--- config.mk ---
export PLATFORM = sky130hd
export DESIGN_NAME = rpn_stack_calculator
export DESIGN_NICKNAME = d
export VERILOG_FILES = /design/src/hw/rtl/rpn_pkg.sv /design/src/hw/rtl/rpn_stack_calculator.sv
export SDC_FILE = /design/constraint.sdc
export NUM_CORES = 2
export LEC_CHECK = 0
export BUFFER_PORTS_ARGS = -buffer_cell sky130_fd_sc_hd__buf_4
export CORE_MARGIN = 1.5
export CORE_UTILIZATION = 40
export DETAILED_ROUTE_END_ITERATION = 8
export GPL_TIMING_DRIVEN = 0
export MAX_ROUTING_LAYER = met4
export SYNTH_ARGS = -nofsm -noshare
export SYNTH_HDL_FRONTEND = slang
export SYNTH_SLANG_ARGS = --single-unit
--- constraint.sdc ---
create_clock -name clock -period 9.7 [get_ports clock]
set_input_delay 0.97 -clock clock [delete_from_list [all_inputs] [get_ports clock]]
set_output_delay 0.97 -clock clock [all_outputs]
set_load 0.005 [all_outputs]
--- src/hw/rtl/rpn_pkg.sv ---
// ----------------------------------------------------------------------------
// rpn_pkg: shared types and constants of the RPN stack calculator
// Request and response payloads, operation and status codes, sequencer states.
// ----------------------------------------------------------------------------
`default_nettype none

package rpn_pkg;

   localparam int STACK_DEPTH = 16;
   localparam int CNT_W       = $clog2(STACK_DEPTH + 1);
   localparam int ADDR_W      = $clog2(STACK_DEPTH);
   localparam int DIV_STEPS   = 48;
   localparam int STEP_W      = $clog2(DIV_STEPS);

   localparam logic [2:0] KIND_PUSH = 3'd0;
   localparam logic [2:0] KIND_ADD  = 3'd1;
   localparam logic [2:0] KIND_SUB  = 3'd2;
   localparam logic [2:0] KIND_MUL  = 3'd3;
   localparam logic [2:0] KIND_DIV  = 3'd4;

   typedef enum logic [2:0] {
      ST_OK       = 3'd0,
      ST_FEW      = 3'd1,
      ST_FULL     = 3'd2,
      ST_DIVZERO  = 3'd3,
      ST_OVERFLOW = 3'd4
   } status_type;

   typedef enum logic [2:0] {
      S_IDLE,
      S_READ,
      S_DIV,
      S_FIX,
      S_RESP
   } state_type;

   typedef struct packed {
      logic [2:0]          kind;
      logic signed [31:0]  operand;
   } req_type;

   typedef struct packed {
      logic signed [31:0]  top_value;
      logic [4:0]          depth;
      logic [2:0]          status;
   } rsp_type;

endpackage

`default_nettype wire

--- src/hw/rtl/rpn_stack_calculator.sv ---
// ----------------------------------------------------------------------------
// rpn_stack_calculator: Reverse Polish calculator on a bounded Q16.16 stack
// Pushes values, or pops two and pushes add/sub/mul/div of them, one request
// at a time, with a shared adder and a bit-serial divider under a sequencer.
// ----------------------------------------------------------------------------
// Usage:
//   A request (req_data: kind, operand) is taken when req_valid and req_ready
//   are high at a clock edge; exactly one response (top value, depth, status)
//   follows on rsp_valid/rsp_ready. Requests are taken only while the
//   sequencer is idle, one at a time.
//   States passed from acceptance to rsp_valid, response register free:
//     push, refused or ignored request ........ S_RESP
//     add, subtract, multiply, divide by zero . S_READ, S_FIX, S_RESP
//     divide (non-zero divisor) ............... S_READ, S_DIV, S_FIX, S_RESP
//   In S_DIV the restoring divider resolves one quotient bit of the 48-bit
//   scaled dividend per cycle. The next request is taken in the cycle
//   rsp_valid rises.
//   The stack lives in a 16-entry memory with one write and one read port;
//   the top entry is also held in a register.
//   Reset empties the stack and drops any pending response. When the
//   receiver stalls, the response is held in its output register; a further
//   request may be taken, and its response waits until the register frees.
// ----------------------------------------------------------------------------
`default_nettype none

module rpn_stack_calculator (
   input  wire logic             clock,
   input  wire logic             reset,
   input  wire logic             req_valid,
   output logic                  req_ready,
   input  wire rpn_pkg::req_type req_data,
   output logic                  rsp_valid,
   input  wire logic             rsp_ready,
   output rpn_pkg::rsp_type      rsp_data
);
   import rpn_pkg::*;

   state_type           state_ff, state_in;
   logic [CNT_W-1:0]    count_ff, count_in;
   logic signed [31:0]  top_ff, top_in;
   logic [2:0]          kind_ff, kind_in;
   status_type          status_ff, status_in;
   logic signed [63:0]  acc_ff, acc_in;
   logic [47:0]         quo_ff, quo_in;
   logic [31:0]         rem_ff, rem_in;
   logic [31:0]         dvs_ff, dvs_in;
   logic                neg_ff, neg_in;
   logic [STEP_W-1:0]   step_ff, step_in;

   logic [31:0]         mem [STACK_DEPTH];
   logic signed [31:0]  rd_ff;
   logic                mem_we;
   logic [ADDR_W-1:0]   mem_waddr;
   logic [ADDR_W-1:0]   rd_addr;
   logic signed [31:0]  mem_wdata;

   rsp_type             rsp_ff;
   logic                rsp_valid_ff;
   logic                rsp_load;

   logic                accept;
   logic                is_op;
   logic                last_step;
   logic signed [63:0]  sum;
   logic signed [63:0]  prod;
   logic signed [63:0]  mul_scaled;
   logic signed [63:0]  fix_val;
   logic signed [31:0]  res;
   logic                res_sat;
   logic [31:0]         first_mag, second_mag;
   logic [32:0]         shifted;
   logic [33:0]         trial;
   logic                trial_ge;

   assign req_ready = (state_ff == S_IDLE);
   assign accept    = req_valid && req_ready;
   assign rsp_valid = rsp_valid_ff;
   assign rsp_data  = rsp_ff;

   assign is_op     = (kind_ff == KIND_ADD) || (kind_ff == KIND_SUB) ||
                      (kind_ff == KIND_MUL) || (kind_ff == KIND_DIV);
   assign last_step = (step_ff == STEP_W'(DIV_STEPS - 1));

   // stack memory: the entry below the top is read every cycle
   assign rd_addr = ADDR_W'(count_ff - CNT_W'(2));

   always_ff @(posedge clock) begin
      if (mem_we) begin
         mem[mem_waddr] <= mem_wdata;
      end
      rd_ff <= mem[rd_addr];
   end

   // shared adder, multiplier and divider step
   assign sum  = 64'(rd_ff) + ((kind_ff == KIND_SUB) ? ~64'(top_ff) : 64'(top_ff))
                 + ((kind_ff == KIND_SUB) ? 64'sd1 : 64'sd0);
   assign prod = rd_ff * top_ff;

   assign first_mag  = rd_ff[31]  ? (~rd_ff + 32'd1)  : rd_ff;
   assign second_mag = top_ff[31] ? (~top_ff + 32'd1) : top_ff;

   assign shifted  = {rem_ff, quo_ff[47]};
   assign trial    = {1'b0, shifted} - {2'b00, dvs_ff};
   assign trial_ge = !trial[33];

   // scale the product back, truncating toward zero
   assign mul_scaled = (acc_ff >>> 16) +
                       ((acc_ff[63] && (acc_ff[15:0] != 16'd0)) ? 64'sd1 : 64'sd0);
   assign fix_val    = (kind_ff == KIND_MUL) ? mul_scaled : acc_ff;

   always_comb begin
      res     = fix_val[31:0];
      res_sat = 1'b0;
      if (fix_val > 64'sd2147483647) begin
         res     = 32'sh7FFF_FFFF;
         res_sat = 1'b1;
      end else if (fix_val < -64'sd2147483648) begin
         res     = 32'sh8000_0000;
         res_sat = 1'b1;
      end
   end

   // next state
   always_comb begin
      state_in = state_ff;
      unique case (state_ff)
         S_IDLE: begin
            if (accept) begin
               if (((req_data.kind == KIND_ADD) || (req_data.kind == KIND_SUB) ||
                    (req_data.kind == KIND_MUL) || (req_data.kind == KIND_DIV)) &&
                   (count_ff >= CNT_W'(2))) begin
                  state_in = S_READ;
               end else begin
                  state_in = S_RESP;
               end
            end
         end
         S_READ: begin
            if ((kind_ff == KIND_DIV) && (top_ff != 32'sd0)) begin
               state_in = S_DIV;
            end else begin
               state_in = S_FIX;
            end
         end
         S_DIV: begin
            if (last_step) begin
               state_in = S_FIX;
            end
         end
         S_FIX: begin
            state_in = S_RESP;
         end
         S_RESP: begin
            if (!rsp_valid_ff || rsp_ready) begin
               state_in = S_IDLE;
            end
         end
         default: begin
            state_in = S_IDLE;
         end
      endcase
   end

   // datapath and stack updates
   always_comb begin
      count_in  = count_ff;
      top_in    = top_ff;
      kind_in   = kind_ff;
      status_in = status_ff;
      acc_in    = acc_ff;
      quo_in    = quo_ff;
      rem_in    = rem_ff;
      dvs_in    = dvs_ff;
      neg_in    = neg_ff;
      step_in   = step_ff;
      mem_we    = 1'b0;
      mem_waddr = ADDR_W'(count_ff);
      mem_wdata = req_data.operand;
      rsp_load  = 1'b0;
      unique case (state_ff)
         S_IDLE: begin
            if (accept) begin
               kind_in   = req_data.kind;
               status_in = ST_OK;
               if (req_data.kind == KIND_PUSH) begin
                  if (count_ff >= CNT_W'(STACK_DEPTH)) begin
                     status_in = ST_FULL;
                  end else begin
                     mem_we   = 1'b1;
                     top_in   = req_data.operand;
                     count_in = count_ff + CNT_W'(1);
                  end
               end else if (((req_data.kind == KIND_ADD) || (req_data.kind == KIND_SUB) ||
                             (req_data.kind == KIND_MUL) || (req_data.kind == KIND_DIV)) &&
                            (count_ff < CNT_W'(2))) begin
                  status_in = ST_FEW;
               end
            end
         end
         S_READ: begin
            priority if (kind_ff == KIND_MUL) begin
               acc_in = prod;
            end else if (kind_ff == KIND_DIV) begin
               if (top_ff == 32'sd0) begin
                  acc_in    = rd_ff[31] ? -64'sd2147483648 : 64'sd2147483647;
                  status_in = ST_DIVZERO;
               end else begin
                  quo_in  = {first_mag, 16'd0};
                  rem_in  = 32'd0;
                  dvs_in  = second_mag;
                  neg_in  = rd_ff[31] ^ top_ff[31];
                  step_in = '0;
               end
            end else begin
               acc_in = sum;
            end
         end
         S_DIV: begin
            rem_in  = trial_ge ? trial[31:0] : shifted[31:0];
            quo_in  = {quo_ff[46:0], trial_ge};
            step_in = step_ff + STEP_W'(1);
            if (last_step) begin
               acc_in = neg_ff ? -$signed(64'({quo_ff[46:0], trial_ge}))
                               : $signed(64'({quo_ff[46:0], trial_ge}));
            end
         end
         S_FIX: begin
            // pop both operands, push the result in place of the first
            mem_we    = is_op;
            mem_waddr = rd_addr;
            mem_wdata = res;
            top_in    = res;
            count_in  = count_ff - CNT_W'(1);
            if (res_sat && (status_ff == ST_OK)) begin
               status_in = ST_OVERFLOW;
            end
         end
         S_RESP: begin
            rsp_load = !rsp_valid_ff || rsp_ready;
         end
         default: begin
            rsp_load = 1'b0;
         end
      endcase
   end

   always_ff @(posedge clock) begin
      if (reset) begin
         state_ff <= S_IDLE;
         count_ff <= '0;
      end else begin
         state_ff <= state_in;
         count_ff <= count_in;
      end
   end

   always_ff @(posedge clock) begin
      top_ff    <= top_in;
      kind_ff   <= kind_in;
      status_ff <= status_in;
      acc_ff    <= acc_in;
      quo_ff    <= quo_in;
      rem_ff    <= rem_in;
      dvs_ff    <= dvs_in;
      neg_ff    <= neg_in;
      step_ff   <= step_in;
   end

   // response register: hold until taken
   always_ff @(posedge clock) begin
      if (reset) begin
         rsp_valid_ff <= 1'b0;
      end else if (rsp_load) begin
         rsp_valid_ff <= 1'b1;
      end else if (rsp_ready) begin
         rsp_valid_ff <= 1'b0;
      end
   end

   always_ff @(posedge clock) begin
      if (rsp_load) begin
         rsp_ff.top_value <= (count_ff == '0) ? 32'sd0 : top_ff;
         rsp_ff.depth     <= 5'(count_ff);
         rsp_ff.status    <= status_ff;
      end
   end

endmodule

`default_nettype wire

==> flow_summary_export.csv <==
group,metric,value,unit
global_routing,grt_first_pass_wirelength,397.0,mm
die,start_util,0.4024,
cells_and_area,nFillCells,17489,
logic_synthesis,yosysTopAreaCell,"edfxtp_1",
worst_setup_path,slowest_delay,640,ps
clock_tree,clockBufferDepth,3,
worst_setup_path,worstSetupStartpointType,"flip-flop",
timing,setup_viol,1,
detailed_routing,wl_per_cell,29.52,um
place,place_hpwl,218.1,mm
clock_tree,cts.sinks,814,
place,gp_congestion,1.047,
global_routing,grt_usage,0.3041,
timing,clock_skew,80.49,ps
worst_setup_path,reg2reg_depth,26,
timing,post-route-period-util,1.002,
hold_path,min_path_cells,1,
die,dieWidth,434.9,um
worst_setup_path,worst-setup-path-type,"reg -> reg",
timing,hold_viol,0,
logic_synthesis,yosysUniqueCellTypes,91,
clock_tree,clkLatencyLatePin,760,ps
clock_tree,cts_root_buffer,"clkbuf_16",
die,fp-row-count,158,
cells_and_area,multi_input_area,45500,um2
logic_synthesis,syn-mean-instance-area,11.24,um2
timing,fin_ws,-17.42,ps
detailed_routing,ant_nets,0,
clock_tree,clkTransAtPathRegs,70,ps
logic_synthesis,yosysTopAreaCellShare,0.3111,
die,coreArea,185400,um2
detailed_routing,firstDrtPassIters,6,
timing,fin_crit,9717,ps
die,die_h,434.9,um
worst_setup_path,endpoint_kind,"flip-flop",
cells_and_area,ff_latch_area,24040,um2
detailed_routing,viasPerCell,5.652,
cells_and_area,syn2layout_area_growth,11.00,%
logic_synthesis,synth_fp_nets,8028,
global_routing,grt-ovfl-total,0,
worst_setup_path,crit_fanout,10,
detailed_routing,vias,53352,
worst_setup_path,cpLargestDelayFamily,"adder cells",
logic_synthesis,async_reset_ff_frac,0,
cells_and_area,final_nets,8253,
timing,fmax,0.1029,GHz
worst_setup_path,crit_arrival,10280,ps
flow_run,drv_cap,0,
detailed_routing,wirelength,278.7,mm
clock_tree,cts-htree-levels,3,
logic_synthesis,synth_cells,6638,
clock_tree,cts_tree,"yes",
place,portBuffers,79,
timing,maxSlewViolCount,0,
logic_synthesis,yosys_register_bits,814,
worst_setup_path,worst_path_max_delay_cell,"fa_1",
die,pin_count,81,
cells_and_area,final_layout_size_suffix_gt1_frac,0.1001,
logic_synthesis,synth.cell_area,74620,um2
hold_path,holdCritPathClass,"in -> reg",
detailed_routing,drc_errors,0,
worst_setup_path,critPathMostFrequentCell,"fa_1",
clock_tree,cts_buffers,87,
timing,tns,-17.42,ps
global_routing,antenna_found_initial,23,
detailed_routing,drtIter0Drc,6170,
logic_synthesis,synth_area_leaders,"edfxtp_1 31%, fa_1 29%, inv_1 5.2%",
worst_setup_path,worstPathRequired,10270,ps
status,violations,"negative setup slack",
logic_synthesis,ys_seq_area_frac,0.3221,
global_routing,grt_pass1_vias,54148,
timing,tightest_slew,1408,ps
worst_setup_path,crit_cells,26,
global_routing,grt_max_degree,47,
timing,relSlewSlack,0.05785,
timing,rsz0062_at_grt,"yes",
die,dieArea,189200,um2
status,outcome,"finished with violations",
logic_synthesis,ys.flop_type,"edfxtp_1",
worst_setup_path,path_buf_inv,5,
logic_synthesis,synth_edf_count,773,
logic_synthesis,ys.warnings.count,0,
-- worst reg2reg max path: stages, from the launching register on --
cell and delay, ps:
edfxtp_1 540, clkbuf_4 520, clkdlybuf4s15_2 580, nand2_1 170
fa_1 550, inv_1 50, fa_1 500, inv_1 60
fa_1 530, inv_1 50, fa_1 460, fa_1 450
fa_1 450, fa_1 640, fa_1 460, ha_1 360
a21o_1 200, a21o_1 170, a21o_1 220, or3b_2 480
o32ai_4 490, o31ai_4 170, o31a_1 370, a211oi_2 300
o21ai_2 190, or4_1 450, nand3_1 180
-- metrics by stage --
stage | cell area, um2 | util | hold WS, ps | cells | setup slack [ps]
2_1_floorplan | 74620 | - | 428.1 | 6638 | 1292
3_3_place_gp | 78320 | 0.4224 | 450.7 | 9197 | -2645
3_5_place_dp | 78970 | 0.4259 | 462.9 | 9223 | -2662
4_1_cts | 82630 | 0.4456 | 399.3 | 9413 | 4.152
5_1_grt | 82810 | 0.4466 | 424.3 | 9431 | -36.95
6_report | 82830 | 0.4467 | 442.5 | 9440 | -17.42
-- cells in the mapped netlist, types with 31 or more instances --
library cell	n
a211oi_1	31
a21o_1	79
a21oi_1	214
and2_1	533
buf_1	53
clkbuf_1	325
dfxtp_1	41
edfxtp_1	773
fa_1	1087
ha_1	264
inv_1	1034
mux4_2	160
nand2_1	700
nand2b_1	35
nand3_1	65
nor2_1	232
nor2b_1	46
nor3_1	49
o21ai_0	185
o22ai_1	38
o31ai_1	35
or3_1	34
xnor2_1	137
xor2_1	168
-- timing repair --
item | in CTS | in global routing
pin swaps | 3 | 4
resized for setup | 170 | 101
hold buffers | 0 | 0
setup endpoints to repair | 37 | 17
buffers inserted | 43 | 4
-- cell type report --
class                   count  area share
diodes                     25   0.0007552
plain buffers             371     0.02083
clock buffers             112     0.02841
clock inverters            49    0.007114
inverters                1037     0.04713
multi-input cells        4400      0.5493
flip-flops and latches    814      0.2902
well taps                2480     0.03746
repair buffers            152     0.01876
-- state kept, by name, indices dropped and copies added (netlist names) --
signal,flops
mem,512
acc_ff,64
quo_ff,48
rsp_data,40
dvs_ff,32
rd_ff,32
rem_ff,32
top_ff,32
step_ff,6
count_ff,5
kind_ff,3
state_ff,3
status_ff,3
neg_ff,1
rsp_valid,1
-- logic make-up (layout without fill, tap and decap cells) --
kind of cell | Yosys count | after routing | share of synthesized area
flops | 814 | 814 | 0.3221
fa+ha+maj | 1351 | 1351 | 0.3359
buf+inv | 1424 | 1721 | 0.07203
compound gates | 752 | 752 | 0.06336
other cells | 0 | 25 | 0
mux | 165 | 165 | 0.04898
simple gates | 1827 | 1827 | 0.1219
xor+xnor | 305 | 305 | 0.03580
-- cells in the final DEF, fill, tap and decap left out, types with 167 or more instances in the layout --
cell type / Yosys / final
fa_1: 1087 / 1082
clkbuf_1: 325 / 179
inv_1: 1034 / 1029
edfxtp_1: 773 / 773
xor2_1: 168 / 167
ha_1: 264 / 264
nand2_1: 700 / 700
nor2_1: 232 / 216
o21ai_0: 185 / 184
and2_1: 533 / 533
a21oi_1: 214 / 213
-- per-layer routing --
metal  vias up  share of wire  GRT usage
met3       632           0.10    0.06594
met5         -              0          -
met2      2892           0.45     0.4609
met4         0          0.062     0.1454
li1      22117              -          -
met1     27711           0.38     0.3884
-- worst paths after layout --
check | to | slack, ps | start
max | acc_ff[63] | -20 | top_ff[23]
max reg2reg | acc_ff[63] | -20 | top_ff[23]
min reg2reg | rsp_data[6] | 470 | count_ff[3]
min | kind_ff[2] | 440 | req_data[34]
Power is left out: the tool's default activity adds up to more than one toggle a clock period on the data nets, which glitch-free logic cannot reach.
